$ cat config.mk
export PLATFORM = sky130hd
export DESIGN_NAME = pulse_on_off_energy_stats_top
export DESIGN_NICKNAME = d
export VERILOG_FILES = /design/src/poes_pkg.sv /design/src/poes_front.sv /design/src/poes_queue.sv /design/src/poes_arith.sv /design/src/poes_back.sv /design/src/pulse_on_off_energy_stats_top.sv
export SDC_FILE = /design/constraint.sdc
export NUM_CORES = 2
export LEC_CHECK = 0
export BUFFER_PORTS_ARGS = -buffer_cell sky130_fd_sc_hd__buf_2
export CAP_MARGIN = 20
export CORE_UTILIZATION = 65
export CTS_CLUSTER_DIAMETER = 120
export DETAILED_ROUTE_END_ITERATION = 7
export PLACE_DENSITY = 0.8
export SKIP_CTS_REPAIR_TIMING = 1
export SLEW_MARGIN = 40
export SYNTH_ARGS = -nofsm -noshare
export SYNTH_HDL_FRONTEND = slang
export SYNTH_SLANG_ARGS = --single-unit
$ cat constraint.sdc
create_clock -name i_clk -period 30.3 [get_ports i_clk]
set_input_delay 4.545 -clock i_clk [delete_from_list [all_inputs] [get_ports i_clk]]
set_output_delay 4.545 -clock i_clk [all_outputs]
set_load 0.01 [all_outputs]
$ cat src/poes_pkg.sv
// ----------------------------------------------------------------------------
// poes_pkg
// Shared constants, record types and state codes of the on/off-pulse
// energy statistics block.
// ----------------------------------------------------------------------------
package poes_pkg;

    localparam int MAX_BINS   = 4096;
    localparam int SAMPLE_W   = 16;
    localparam int PEAK_W     = SAMPLE_W - 1;
    localparam int CNT_W      = $clog2(MAX_BINS + 1);
    localparam int SUM_W      = SAMPLE_W + $clog2(MAX_BINS);
    localparam int SQR_W      = 2 * SAMPLE_W - 1;
    localparam int SQ_W       = SQR_W + $clog2(MAX_BINS);
    localparam int FRAC_SH    = 16;
    localparam int RMS_W      = 24;
    localparam int SQN_W      = 15;
    localparam int DEN_W      = RMS_W + SQN_W;
    localparam int SNR_SH     = 24;
    localparam int DIV_W      = SQ_W + FRAC_SH;
    localparam int SQRT_IN_W  = 2 * RMS_W;
    localparam int QDEPTH     = 2;
    localparam int QPTR_W     = $clog2(QDEPTH);
    localparam int QCNT_W     = $clog2(QDEPTH + 1);

    typedef struct packed {
        logic signed [SUM_W-1:0] sum;
        logic [SQ_W-1:0]         sum_sq;
        logic [PEAK_W-1:0]       peak;
        logic [CNT_W-1:0]        count;
    } t_region;

    typedef struct packed {
        t_region on_acc;
        t_region off_acc;
    } t_snap;

    typedef enum logic {
        AR_DIV,
        AR_SQRT
    } t_arith_op;

    typedef struct packed {
        logic      start;
        t_arith_op op;
    } t_arith_cmd;

    typedef struct packed {
        logic busy;
        logic done;
    } t_arith_rsp;

    typedef enum logic [3:0] {
        BK_IDLE,
        BK_DIV_ON,
        BK_SQRT_ON,
        BK_DIV_OFF,
        BK_SQRT_OFF,
        BK_SQRT_N,
        BK_MUL,
        BK_DIV_SNR,
        BK_OUT
    } t_bk_state;

endpackage

$ cat src/poes_front.sv
// ----------------------------------------------------------------------------
// poes_front
// Squares each sample in one stage and folds it into the on-pulse and
// off-pulse accumulators in the next; the last bin pushes a snapshot.
// ----------------------------------------------------------------------------
module poes_front
    import poes_pkg::*;
(
    input  logic                       i_clk,
    input  logic                       i_rst_n,
    input  logic                       i_push,
    input  logic signed [SAMPLE_W-1:0] i_sample,
    input  logic                       i_in_on,
    input  logic                       i_in_off,
    input  logic                       i_last_bin,
    input  logic [QCNT_W-1:0]          i_q_count,
    output logic                       o_full,
    output logic                       o_q_push,
    output t_snap                      o_q_data
);

    logic                       r_p_valid;
    logic signed [SAMPLE_W-1:0] r_p_sample;
    logic [SQR_W-1:0]           r_p_sq;
    logic                       r_p_on;
    logic                       r_p_off;
    logic                       r_p_last;
    t_region                    r_on;
    t_region                    r_off;
    t_region                    n_on;
    t_region                    n_off;
    logic signed [2*SAMPLE_W-1:0] sq_full;
    logic [QCNT_W:0]            used;
    logic                       accept;

    function automatic t_region acc_add(t_region r, logic signed [SAMPLE_W-1:0] s,
                                        logic [SQR_W-1:0] sq);
        t_region n;
        n = r;
        if (r.count < CNT_W'(MAX_BINS)) begin
            n.sum    = r.sum + {{(SUM_W-SAMPLE_W){s[SAMPLE_W-1]}}, s};
            n.sum_sq = r.sum_sq + SQ_W'(sq);
            if ($signed(s) > $signed({1'b0, r.peak})) begin
                n.peak = s[PEAK_W-1:0];
            end
            n.count  = r.count + 1'b1;
        end
        return n;
    endfunction

    assign used    = {1'b0, i_q_count} + (QCNT_W+1)'(r_p_valid & r_p_last);
    assign o_full  = used >= (QCNT_W+1)'(QDEPTH);
    assign accept  = i_push & ~o_full;
    assign sq_full = (2*SAMPLE_W)'(i_sample) * (2*SAMPLE_W)'(i_sample);

    always_comb begin
        n_on  = r_on;
        n_off = r_off;
        if (r_p_valid && r_p_on) begin
            n_on = acc_add(r_on, r_p_sample, r_p_sq);
        end
        if (r_p_valid && r_p_off) begin
            n_off = acc_add(r_off, r_p_sample, r_p_sq);
        end
    end

    assign o_q_push = r_p_valid & r_p_last;
    assign o_q_data = '{on_acc: n_on, off_acc: n_off};

    always_ff @(posedge i_clk) begin
        if (!i_rst_n) begin
            r_p_valid <= 1'b0;
            r_on      <= '0;
            r_off     <= '0;
        end else begin
            r_p_valid <= accept;
            if (o_q_push) begin
                r_on  <= '0;
                r_off <= '0;
            end else begin
                r_on  <= n_on;
                r_off <= n_off;
            end
        end
    end

    always_ff @(posedge i_clk) begin
        if (accept) begin
            r_p_sample <= i_sample;
            r_p_sq     <= sq_full[SQR_W-1:0];
            r_p_on     <= i_in_on;
            r_p_off    <= i_in_off;
            r_p_last   <= i_last_bin;
        end
    end

endmodule

$ cat src/poes_queue.sv
// ----------------------------------------------------------------------------
// poes_queue
// Short queue of accumulator snapshots between the front and the back.
// ----------------------------------------------------------------------------
module poes_queue
    import poes_pkg::*;
(
    input  logic              i_clk,
    input  logic              i_rst_n,
    input  logic              i_push,
    input  t_snap             i_data,
    input  logic              i_pop,
    output t_snap             o_head,
    output logic              o_nempty,
    output logic [QCNT_W-1:0] o_count
);

    t_snap             r_mem [QDEPTH];
    logic [QPTR_W-1:0] r_wp;
    logic [QPTR_W-1:0] r_rp;
    logic [QCNT_W-1:0] r_cnt;
    logic [QPTR_W-1:0] n_wp;
    logic [QPTR_W-1:0] n_rp;

    assign n_wp     = (r_wp == QPTR_W'(QDEPTH - 1)) ? '0 : r_wp + 1'b1;
    assign n_rp     = (r_rp == QPTR_W'(QDEPTH - 1)) ? '0 : r_rp + 1'b1;
    assign o_head   = r_mem[r_rp];
    assign o_nempty = r_cnt != '0;
    assign o_count  = r_cnt;

    always_ff @(posedge i_clk) begin
        if (!i_rst_n) begin
            r_wp  <= '0;
            r_rp  <= '0;
            r_cnt <= '0;
        end else begin
            if (i_push) begin
                r_wp <= n_wp;
            end
            if (i_pop) begin
                r_rp <= n_rp;
            end
            if (i_push && !i_pop) begin
                r_cnt <= r_cnt + 1'b1;
            end else if (!i_push && i_pop) begin
                r_cnt <= r_cnt - 1'b1;
            end
        end
    end

    always_ff @(posedge i_clk) begin
        if (i_push) begin
            r_mem[r_wp] <= i_data;
        end
    end

    a_no_overflow: assert property (@(posedge i_clk) disable iff (!i_rst_n)
        i_push |-> r_cnt != QCNT_W'(QDEPTH))
        else $error("Snapshot pushed into a full queue.");

    a_no_underflow: assert property (@(posedge i_clk) disable iff (!i_rst_n)
        i_pop |-> r_cnt != '0)
        else $error("Snapshot popped from an empty queue.");

endmodule

$ cat src/poes_arith.sv
// ----------------------------------------------------------------------------
// poes_arith
// Iterative unit shared by all divisions and square roots of a pulse:
// restoring division one quotient bit per cycle, or digit-by-digit square
// root one root bit per cycle.
// ----------------------------------------------------------------------------
module poes_arith
    import poes_pkg::*;
(
    input  logic             i_clk,
    input  logic             i_rst_n,
    input  t_arith_cmd       i_cmd,
    input  logic [DIV_W-1:0] i_a,
    input  logic [DEN_W-1:0] i_b,
    output t_arith_rsp       o_rsp,
    output logic [DIV_W-1:0] o_res
);

    localparam int REM_W  = DEN_W + 1;
    localparam int ITER_W = $clog2(DIV_W + 1);

    logic             r_busy;
    logic             r_done;
    t_arith_op        r_op;
    logic [ITER_W-1:0] r_cnt;
    logic [REM_W-1:0] r_rem;
    logic [DIV_W-1:0] r_sh;
    logic [RMS_W-1:0] r_root;
    logic [DEN_W-1:0] r_div;

    logic             n_busy;
    logic             n_done;
    t_arith_op        n_op;
    logic [ITER_W-1:0] n_cnt;
    logic [REM_W-1:0] n_rem;
    logic [DIV_W-1:0] n_sh;
    logic [RMS_W-1:0] n_root;
    logic [DEN_W-1:0] n_div;

    logic [REM_W-1:0] div_rem;
    logic [REM_W-1:0] sqrt_rem;
    logic [REM_W-1:0] trial;

    assign div_rem  = {r_rem[REM_W-2:0], r_sh[DIV_W-1]};
    assign sqrt_rem = {r_rem[REM_W-3:0], r_sh[DIV_W-1 -: 2]};
    assign trial    = REM_W'({r_root, 2'b01});

    always_comb begin
        n_busy = r_busy;
        n_done = 1'b0;
        n_op   = r_op;
        n_cnt  = r_cnt;
        n_rem  = r_rem;
        n_sh   = r_sh;
        n_root = r_root;
        n_div  = r_div;
        if (i_cmd.start) begin
            n_busy = 1'b1;
            n_op   = i_cmd.op;
            n_rem  = '0;
            n_root = '0;
            n_div  = i_b;
            if (i_cmd.op == AR_DIV) begin
                n_cnt = ITER_W'(DIV_W);
                n_sh  = i_a;
            end else begin
                n_cnt = ITER_W'(RMS_W);
                n_sh  = {i_a[SQRT_IN_W-1:0], {(DIV_W-SQRT_IN_W){1'b0}}};
            end
        end else if (r_busy) begin
            n_cnt = r_cnt - 1'b1;
            if (r_op == AR_DIV) begin
                if (div_rem >= REM_W'(r_div)) begin
                    n_rem = div_rem - REM_W'(r_div);
                    n_sh  = {r_sh[DIV_W-2:0], 1'b1};
                end else begin
                    n_rem = div_rem;
                    n_sh  = {r_sh[DIV_W-2:0], 1'b0};
                end
            end else begin
                n_sh = {r_sh[DIV_W-3:0], 2'b00};
                if (sqrt_rem >= trial) begin
                    n_rem  = sqrt_rem - trial;
                    n_root = {r_root[RMS_W-2:0], 1'b1};
                end else begin
                    n_rem  = sqrt_rem;
                    n_root = {r_root[RMS_W-2:0], 1'b0};
                end
            end
            if (r_cnt == ITER_W'(1)) begin
                n_busy = 1'b0;
                n_done = 1'b1;
            end
        end
    end

    always_ff @(posedge i_clk) begin
        if (!i_rst_n) begin
            r_busy <= 1'b0;
            r_done <= 1'b0;
            r_op   <= AR_DIV;
            r_cnt  <= '0;
        end else begin
            r_busy <= n_busy;
            r_done <= n_done;
            r_op   <= n_op;
            r_cnt  <= n_cnt;
        end
    end

    always_ff @(posedge i_clk) begin
        r_rem  <= n_rem;
        r_sh   <= n_sh;
        r_root <= n_root;
        r_div  <= n_div;
    end

    assign o_rsp = '{busy: r_busy, done: r_done};
    assign o_res = (r_op == AR_DIV) ? r_sh : DIV_W'(r_root);

    a_start_idle: assert property (@(posedge i_clk) disable iff (!i_rst_n)
        i_cmd.start |-> !r_busy)
        else $error("Arithmetic unit started while busy.");

    a_done_after_busy: assert property (@(posedge i_clk) disable iff (!i_rst_n)
        $rose(r_done) |-> $past(r_busy) && !r_busy)
        else $error("Arithmetic unit finished without running.");

endmodule

$ cat src/poes_back.sv
// ----------------------------------------------------------------------------
// poes_back
// Takes one snapshot at a time, derives the rms values and the S/N with the
// shared arithmetic unit, and holds the finished result until it is popped.
// ----------------------------------------------------------------------------
module poes_back
    import poes_pkg::*;
(
    input  logic                     i_clk,
    input  logic                     i_rst_n,
    input  t_snap                    i_head,
    input  logic                     i_q_nempty,
    output logic                     o_q_pop,
    input  logic                     i_pop,
    output logic                     o_empty,
    output logic [PEAK_W-1:0]        o_on_peak,
    output logic [PEAK_W-1:0]        o_off_peak,
    output logic signed [SUM_W-1:0]  o_on_total,
    output logic signed [SUM_W-1:0]  o_off_total,
    output logic [RMS_W-1:0]         o_on_rms,
    output logic [RMS_W-1:0]         o_off_rms,
    output logic signed [RMS_W-1:0]  o_snr,
    output logic [CNT_W-1:0]         o_on_bins,
    output logic [CNT_W-1:0]         o_off_bins,
    output logic                     o_off_valid
);

    localparam logic [RMS_W-1:0] SNR_POS_MAX = {1'b0, {(RMS_W-1){1'b1}}};
    localparam logic [RMS_W-1:0] SNR_NEG_MAX = {1'b1, {(RMS_W-1){1'b0}}};

    t_bk_state        r_state;
    t_bk_state        n_state;
    t_snap            r_snap;
    t_snap            n_snap;
    logic [RMS_W-1:0] r_on_rms;
    logic [RMS_W-1:0] n_on_rms;
    logic [RMS_W-1:0] r_off_rms;
    logic [RMS_W-1:0] n_off_rms;
    logic [DEN_W-1:0] r_den;
    logic [DEN_W-1:0] n_den;
    logic [RMS_W-1:0] r_snr;
    logic [RMS_W-1:0] n_snr;
    logic             r_res_valid;
    logic             n_res_valid;
    logic             load_res;

    t_arith_cmd       cmd;
    t_arith_rsp       rsp;
    logic [DIV_W-1:0] ar_a;
    logic [DEN_W-1:0] ar_b;
    logic [DIV_W-1:0] ar_res;

    logic             neg;
    logic [SUM_W-1:0] mag;
    logic [RMS_W-1:0] limit;
    logic [RMS_W-1:0] q_sat;
    logic             both_valid;

    poes_arith u_arith (
        .i_clk   (i_clk),
        .i_rst_n (i_rst_n),
        .i_cmd   (cmd),
        .i_a     (ar_a),
        .i_b     (ar_b),
        .o_rsp   (rsp),
        .o_res   (ar_res)
    );

    assign neg        = r_snap.on_acc.sum[SUM_W-1];
    assign mag        = neg ? SUM_W'(-r_snap.on_acc.sum) : r_snap.on_acc.sum;
    assign limit      = neg ? SNR_NEG_MAX : SNR_POS_MAX;
    assign both_valid = (r_snap.on_acc.count != '0) && (r_snap.off_acc.count != '0);

    always_comb begin
        priority if (mag == '0) begin
            q_sat = '0;
        end else if (r_den == '0) begin
            q_sat = limit;
        end else if (ar_res > DIV_W'(limit)) begin
            q_sat = limit;
        end else begin
            q_sat = ar_res[RMS_W-1:0];
        end
    end

    always_comb begin
        n_state   = r_state;
        n_snap    = r_snap;
        n_on_rms  = r_on_rms;
        n_off_rms = r_off_rms;
        n_den     = r_den;
        n_snr     = r_snr;
        o_q_pop   = 1'b0;
        load_res  = 1'b0;
        cmd       = '{start: 1'b0, op: AR_DIV};
        ar_a      = '0;
        ar_b      = '0;
        unique case (r_state)
            BK_IDLE: begin
                if (i_q_nempty) begin
                    o_q_pop = 1'b1;
                    n_snap  = i_head;
                    cmd     = '{start: 1'b1, op: AR_DIV};
                    ar_a    = {i_head.on_acc.sum_sq, {FRAC_SH{1'b0}}};
                    ar_b    = DEN_W'(i_head.on_acc.count);
                    n_state = BK_DIV_ON;
                end
            end
            BK_DIV_ON: begin
                if (rsp.done) begin
                    cmd     = '{start: 1'b1, op: AR_SQRT};
                    ar_a    = ar_res;
                    n_state = BK_SQRT_ON;
                end
            end
            BK_SQRT_ON: begin
                if (rsp.done) begin
                    n_on_rms = ar_res[RMS_W-1:0];
                    cmd      = '{start: 1'b1, op: AR_DIV};
                    ar_a     = {r_snap.off_acc.sum_sq, {FRAC_SH{1'b0}}};
                    ar_b     = DEN_W'(r_snap.off_acc.count);
                    n_state  = BK_DIV_OFF;
                end
            end
            BK_DIV_OFF: begin
                if (rsp.done) begin
                    cmd     = '{start: 1'b1, op: AR_SQRT};
                    ar_a    = ar_res;
                    n_state = BK_SQRT_OFF;
                end
            end
            BK_SQRT_OFF: begin
                if (rsp.done) begin
                    n_off_rms = ar_res[RMS_W-1:0];
                    cmd       = '{start: 1'b1, op: AR_SQRT};
                    ar_a      = DIV_W'({r_snap.on_acc.count, {FRAC_SH{1'b0}}});
                    n_state   = BK_SQRT_N;
                end
            end
            BK_SQRT_N: begin
                if (rsp.done) begin
                    n_den   = DEN_W'(r_off_rms) * DEN_W'(ar_res[SQN_W-1:0]);
                    n_state = BK_MUL;
                end
            end
            BK_MUL: begin
                cmd     = '{start: 1'b1, op: AR_DIV};
                ar_a    = DIV_W'({mag, {SNR_SH{1'b0}}});
                ar_b    = r_den;
                n_state = BK_DIV_SNR;
            end
            BK_DIV_SNR: begin
                if (rsp.done) begin
                    if (!both_valid) begin
                        n_snr = '0;
                    end else if (neg) begin
                        n_snr = RMS_W'(-q_sat);
                    end else begin
                        n_snr = q_sat;
                    end
                    n_state = BK_OUT;
                end
            end
            BK_OUT: begin
                if (!r_res_valid || i_pop) begin
                    load_res = 1'b1;
                    n_state  = BK_IDLE;
                end
            end
            default: begin
                n_state = BK_IDLE;
            end
        endcase
    end

    always_comb begin
        n_res_valid = r_res_valid;
        if (load_res) begin
            n_res_valid = 1'b1;
        end else if (i_pop && r_res_valid) begin
            n_res_valid = 1'b0;
        end
    end

    always_ff @(posedge i_clk) begin
        if (!i_rst_n) begin
            r_state     <= BK_IDLE;
            r_res_valid <= 1'b0;
        end else begin
            r_state     <= n_state;
            r_res_valid <= n_res_valid;
        end
    end

    always_ff @(posedge i_clk) begin
        r_snap    <= n_snap;
        r_on_rms  <= n_on_rms;
        r_off_rms <= n_off_rms;
        r_den     <= n_den;
        r_snr     <= n_snr;
        if (load_res) begin
            o_on_peak   <= r_snap.on_acc.peak;
            o_off_peak  <= r_snap.off_acc.peak;
            o_on_total  <= r_snap.on_acc.sum;
            o_off_total <= r_snap.off_acc.sum;
            o_on_rms    <= (r_snap.on_acc.count != '0) ? r_on_rms : '0;
            o_off_rms   <= (r_snap.off_acc.count != '0) ? r_off_rms : '0;
            o_snr       <= r_snr;
            o_on_bins   <= r_snap.on_acc.count;
            o_off_bins  <= r_snap.off_acc.count;
            o_off_valid <= r_snap.off_acc.count != '0;
        end
    end

    assign o_empty = ~r_res_valid;

    a_pop_only_idle: assert property (@(posedge i_clk) disable iff (!i_rst_n)
        o_q_pop |-> r_state == BK_IDLE && i_q_nempty)
        else $error("Snapshot taken outside the idle state.");

    a_result_held: assert property (@(posedge i_clk) disable iff (!i_rst_n)
        r_res_valid && !i_pop |-> !load_res)
        else $error("Waiting result overwritten.");

endmodule

$ cat src/pulse_on_off_energy_stats_top.sv
// ----------------------------------------------------------------------------
// pulse_on_off_energy_stats_top
// Samples are taken at one per cycle while full is low; the result of a
// pulse is computed after its last bin by the shared divide/sqrt unit
// (three divisions and three square roots per pulse). Two finished pulses
// can wait between front and back; beyond that full is raised until the back
// frees a slot. Synchronous reset clears control state and accumulators only.
// ----------------------------------------------------------------------------
module pulse_on_off_energy_stats_top
    import poes_pkg::*;
(
    input  logic                       i_clk,
    input  logic                       i_rst_n,
    input  logic                       i_push,
    output logic                       o_full,
    input  logic signed [SAMPLE_W-1:0] i_sample,
    input  logic                       i_in_on,
    input  logic                       i_in_off,
    input  logic                       i_last_bin,
    output logic                       o_empty,
    input  logic                       i_pop,
    output logic [PEAK_W-1:0]          o_on_peak,
    output logic [PEAK_W-1:0]          o_off_peak,
    output logic signed [SUM_W-1:0]    o_on_total,
    output logic signed [SUM_W-1:0]    o_off_total,
    output logic [RMS_W-1:0]           o_on_rms,
    output logic [RMS_W-1:0]           o_off_rms,
    output logic signed [RMS_W-1:0]    o_snr,
    output logic [CNT_W-1:0]           o_on_bins,
    output logic [CNT_W-1:0]           o_off_bins,
    output logic                       o_off_valid
);

    logic              q_push;
    t_snap             q_data;
    logic              q_pop;
    t_snap             q_head;
    logic              q_nempty;
    logic [QCNT_W-1:0] q_count;

    poes_front u_front (
        .i_clk      (i_clk),
        .i_rst_n    (i_rst_n),
        .i_push     (i_push),
        .i_sample   (i_sample),
        .i_in_on    (i_in_on),
        .i_in_off   (i_in_off),
        .i_last_bin (i_last_bin),
        .i_q_count  (q_count),
        .o_full     (o_full),
        .o_q_push   (q_push),
        .o_q_data   (q_data)
    );

    poes_queue u_queue (
        .i_clk    (i_clk),
        .i_rst_n  (i_rst_n),
        .i_push   (q_push),
        .i_data   (q_data),
        .i_pop    (q_pop),
        .o_head   (q_head),
        .o_nempty (q_nempty),
        .o_count  (q_count)
    );

    poes_back u_back (
        .i_clk       (i_clk),
        .i_rst_n     (i_rst_n),
        .i_head      (q_head),
        .i_q_nempty  (q_nempty),
        .o_q_pop     (q_pop),
        .i_pop       (i_pop),
        .o_empty     (o_empty),
        .o_on_peak   (o_on_peak),
        .o_off_peak  (o_off_peak),
        .o_on_total  (o_on_total),
        .o_off_total (o_off_total),
        .o_on_rms    (o_on_rms),
        .o_off_rms   (o_off_rms),
        .o_snr       (o_snr),
        .o_on_bins   (o_on_bins),
        .o_off_bins  (o_off_bins),
        .o_off_valid (o_off_valid)
    );

endmodule
==> flow_metrics.py <==
metrics = {
    "status": {
        "status": "complete, no violations",
    },
    "die": {
        "die_y_um": 353.9,
        "coreArea_um2": 122400,
        "die_area_um2": 125200,
        "io_pins": 210,
        "start_util_pct": 65.78,
        "num_rows": 128,
        "die_w_um": 353.9,
    },
    "clock_network": {
        "clock-sinks": 1274,
        "root_buffer": "clkbuf_16",
        "htree_levels": 4,
        "clockBufferDepth": 3,
        "clk_pin_slew_ps": 60,
        "numCtsBuffers": 133,
        "cts_tree": "done",
        "clk-insertion-delay-late_ps": 800,
    },
    "synth": {
        "synth_warnings": 0,
        "synth_top_area_cell": "edfxtp_1",
        "synth_seq_cells": 1274,
        "synth_top_family_by_area": "adder cells",
        "synth_edf_count": 993,
        "synth_fa_ha_area_share_pct": 19.60,
        "synthTopCellsByArea": "edfxtp_1 37%, fa_1 13%, dfxtp_1 7.0%",
        "postSynth.asyncResetShare_pct": 0,
        "synth.top_cell.area_share_pct": 37.05,
        "syn_nets": 8361,
        "yosys.area_share.simple_pct": 13.15,
        "synth_ff_type": "edfxtp_1",
        "synth_compound_area_share_pct": 10.41,
        "synth_area_um2": 80490,
        "syn-mean-instance-area_um2": 10.89,
        "synthCells": 7390,
        "ys_types": 93,
        "synthMuxAreaShare_pct": 4.343,
        "yosysSeqAreaShare_pct": 44.03,
        "synth-xor-area-share_pct": 3.177,
    },
    "route": {
        "routed_wl_mm": 216.0,
        "dr.pass1.iters": 7,
        "drtIter0Drc": 6107,
        "num_vias": 58100,
        "route.detailed.drc": 0,
        "wl_per_cell_um": 23.33,
        "vias_per_cell": 6.276,
        "ant_nets": 0,
    },
    "setup_path": {
        "worstSetupPathType": "primary input to flop",
        "cp.required_ps": 30810,
        "crit_path_start_kind": "primary input",
        "crit_path_end_kind": "flop",
        "critPathMaxFanout": 15,
        "worstPathArrival_ps": 11640,
    },
    "timing": {
        "slew_headroom_pct": 34.48,
        "fin_crit_sh_pct": 36.73,
        "min_period_ps": 11130,
        "grt_setup_unrepaired": "false",
        "final-setup-viol-count": 0,
        "finalHoldViolCount": 0,
        "worst_pin_slew_ps": 982.8,
        "slew_violations": 0,
        "timing.final.ws_setup_ps": 19170,
        "tns_ps": 0,
        "fmax_mhz": 89.84,
        "fin_worst_skew_ps": 57.65,
    },
    "hold_path": {
        "holdCritPathClass": "flop to flop",
    },
    "placement": {
        "place.gp.congestion": 1.007,
        "numPortBuffers": 209,
        "dpl.hpwl_mm": 152.2,
        "placed_area_um2": 83310,
        "dp_worst_setup_slack_ps": 18430,
    },
    "job": {
        "cap_viol_max_count": 0,
    },
    "layout": {
        "final_nets": 8492,
        "finish.utilization_pct": 71.79,
        "final_cell_mix": "993 x edfxtp_1, 821 x inv_1, 795 x nand2_1",
        "final_common_cell": "edfxtp_1",
        "drive_gt1_share_pct": 10.58,
        "final_area_um2": 87840,
        "syn_to_final_growth_pct": 9.128,
    },
    "grt": {
        "grt-ovfl-total": 0,
        "grt_pass1_vias": 58220,
        "grt_use_total_pct": 34.59,
        "grt_pass1_wl_mm": 333.4,
        "antenna_found_initial": 5,
        "grt_max_degree": 144,
    },
}
-- synthesized netlist by cell type, drive strengths merged (111+ instances only) --
cell,count
clkbuf,257
and2,445
nor2,268
inv,823
fa,521
edfxtp,993
xnor2,183
o21ai,300
mux2,218
ha,427
a21oi,382
nand3,111
dfxtp,281
nand2,797
-- per-stage QoR --
stage,hold WS [ps],instances
global placement,400.6,9006
CTS,414.1,9252
floorplan,400.3,7390
detailed placement,404.5,9008
finish,412.9,9257
global route,418.7,9255
-- registers in the layout, indices dropped and copies added, names as in the netlist, 15 cells and up, named ones only --
name                   cells
u_back.o_on_total         28
u_back.r_snap            154
u_back.r_off_rms          24
u_back.o_on_peak          15
u_front.r_on              99
u_back.u_arith.r_sh       59
u_back.o_off_total        28
u_back.o_off_rms          24
u_back.o_off_peak         15
u_back.r_on_rms           24
u_back.u_arith.r_rem      39
u_back.r_den              39
u_back.r_snr              24
u_back.u_arith.r_div      39
u_front.r_p_sq            30
u_back.o_snr              24
u_front.r_off             99
u_back.u_arith.r_root     24
u_queue.r_mem            396
u_back.o_on_rms           24
u_front.r_p_sample        15
-- kinds of logic (layout without fill, tap and decap cells) --
family	count (synthesis)	in the layout
AOI/OAI and AO/OA	1298	1298
xor gates and xnor gates	292	292
adders and majority gates	948	948
buffers and inverters	1131	1371
DFF	1274	1274
muxes	322	322
other	0	2
and+or+nand+nor	2125	2125
-- critical path, cell delays in order --
cell and delay, ps:
buf_2 240, inv_1 260, nor2_1 100, fa_1 530, inv_1 70, fa_1 540
inv_1 40, ha_1 180, fa_1 480, inv_1 50, fa_1 530, inv_1 50
fa_1 430, ha_1 370, a2111oi_0 430, o21ai_0 260, a31oi_1 580, nand3_1 180
a41o_1 300, o221a_2 310, o41ai_1 610, o2111ai_1 240, a21oi_1 210, xnor2_1 80
-- layer usage --
layer	share of wire (%)	vias to the layer above	routed length, µm	GRT usage (%)
met5	0.017	-	36	0
met4	6.0	6	12930	18.92
met3	9.2	662	19810	6.186
met2	46	2985	99180	54.38
met1	39	28490	84010	45.88
li1	-	25960	-	-
-- worst paths after layout --
check | startpoint | slack (ps) | cells after the start | endpoint
worst max-delay path | i_sample[3] | 19170 | 24 | u_front.r_p_sq[30]
worst max register to register | u_back.u_arith.r_op | 21440 | 26 | u_back.r_den[35]
worst min-delay path | u_back.r_snap[97] | 410 | 0 | u_back.o_off_total[26]
worst min register to register | u_back.r_snap[97] | 410 | 0 | u_back.o_off_total[26]
-- layout make-up --
cell class	instances	area, µm²
clock inverters	78	929.6
multi-input cells	4985	40970
flip-flops and latches	1274	35450
diodes	2	5.005
repair buffers	299	1817
fillers	8391	34520
inverters	828	3123
well taps	1625	2033
clock buffers	166	3512
Power is left out: the tool's default activity adds up to more than one toggle a clock period on the data nets, which glitch-free logic cannot reach.
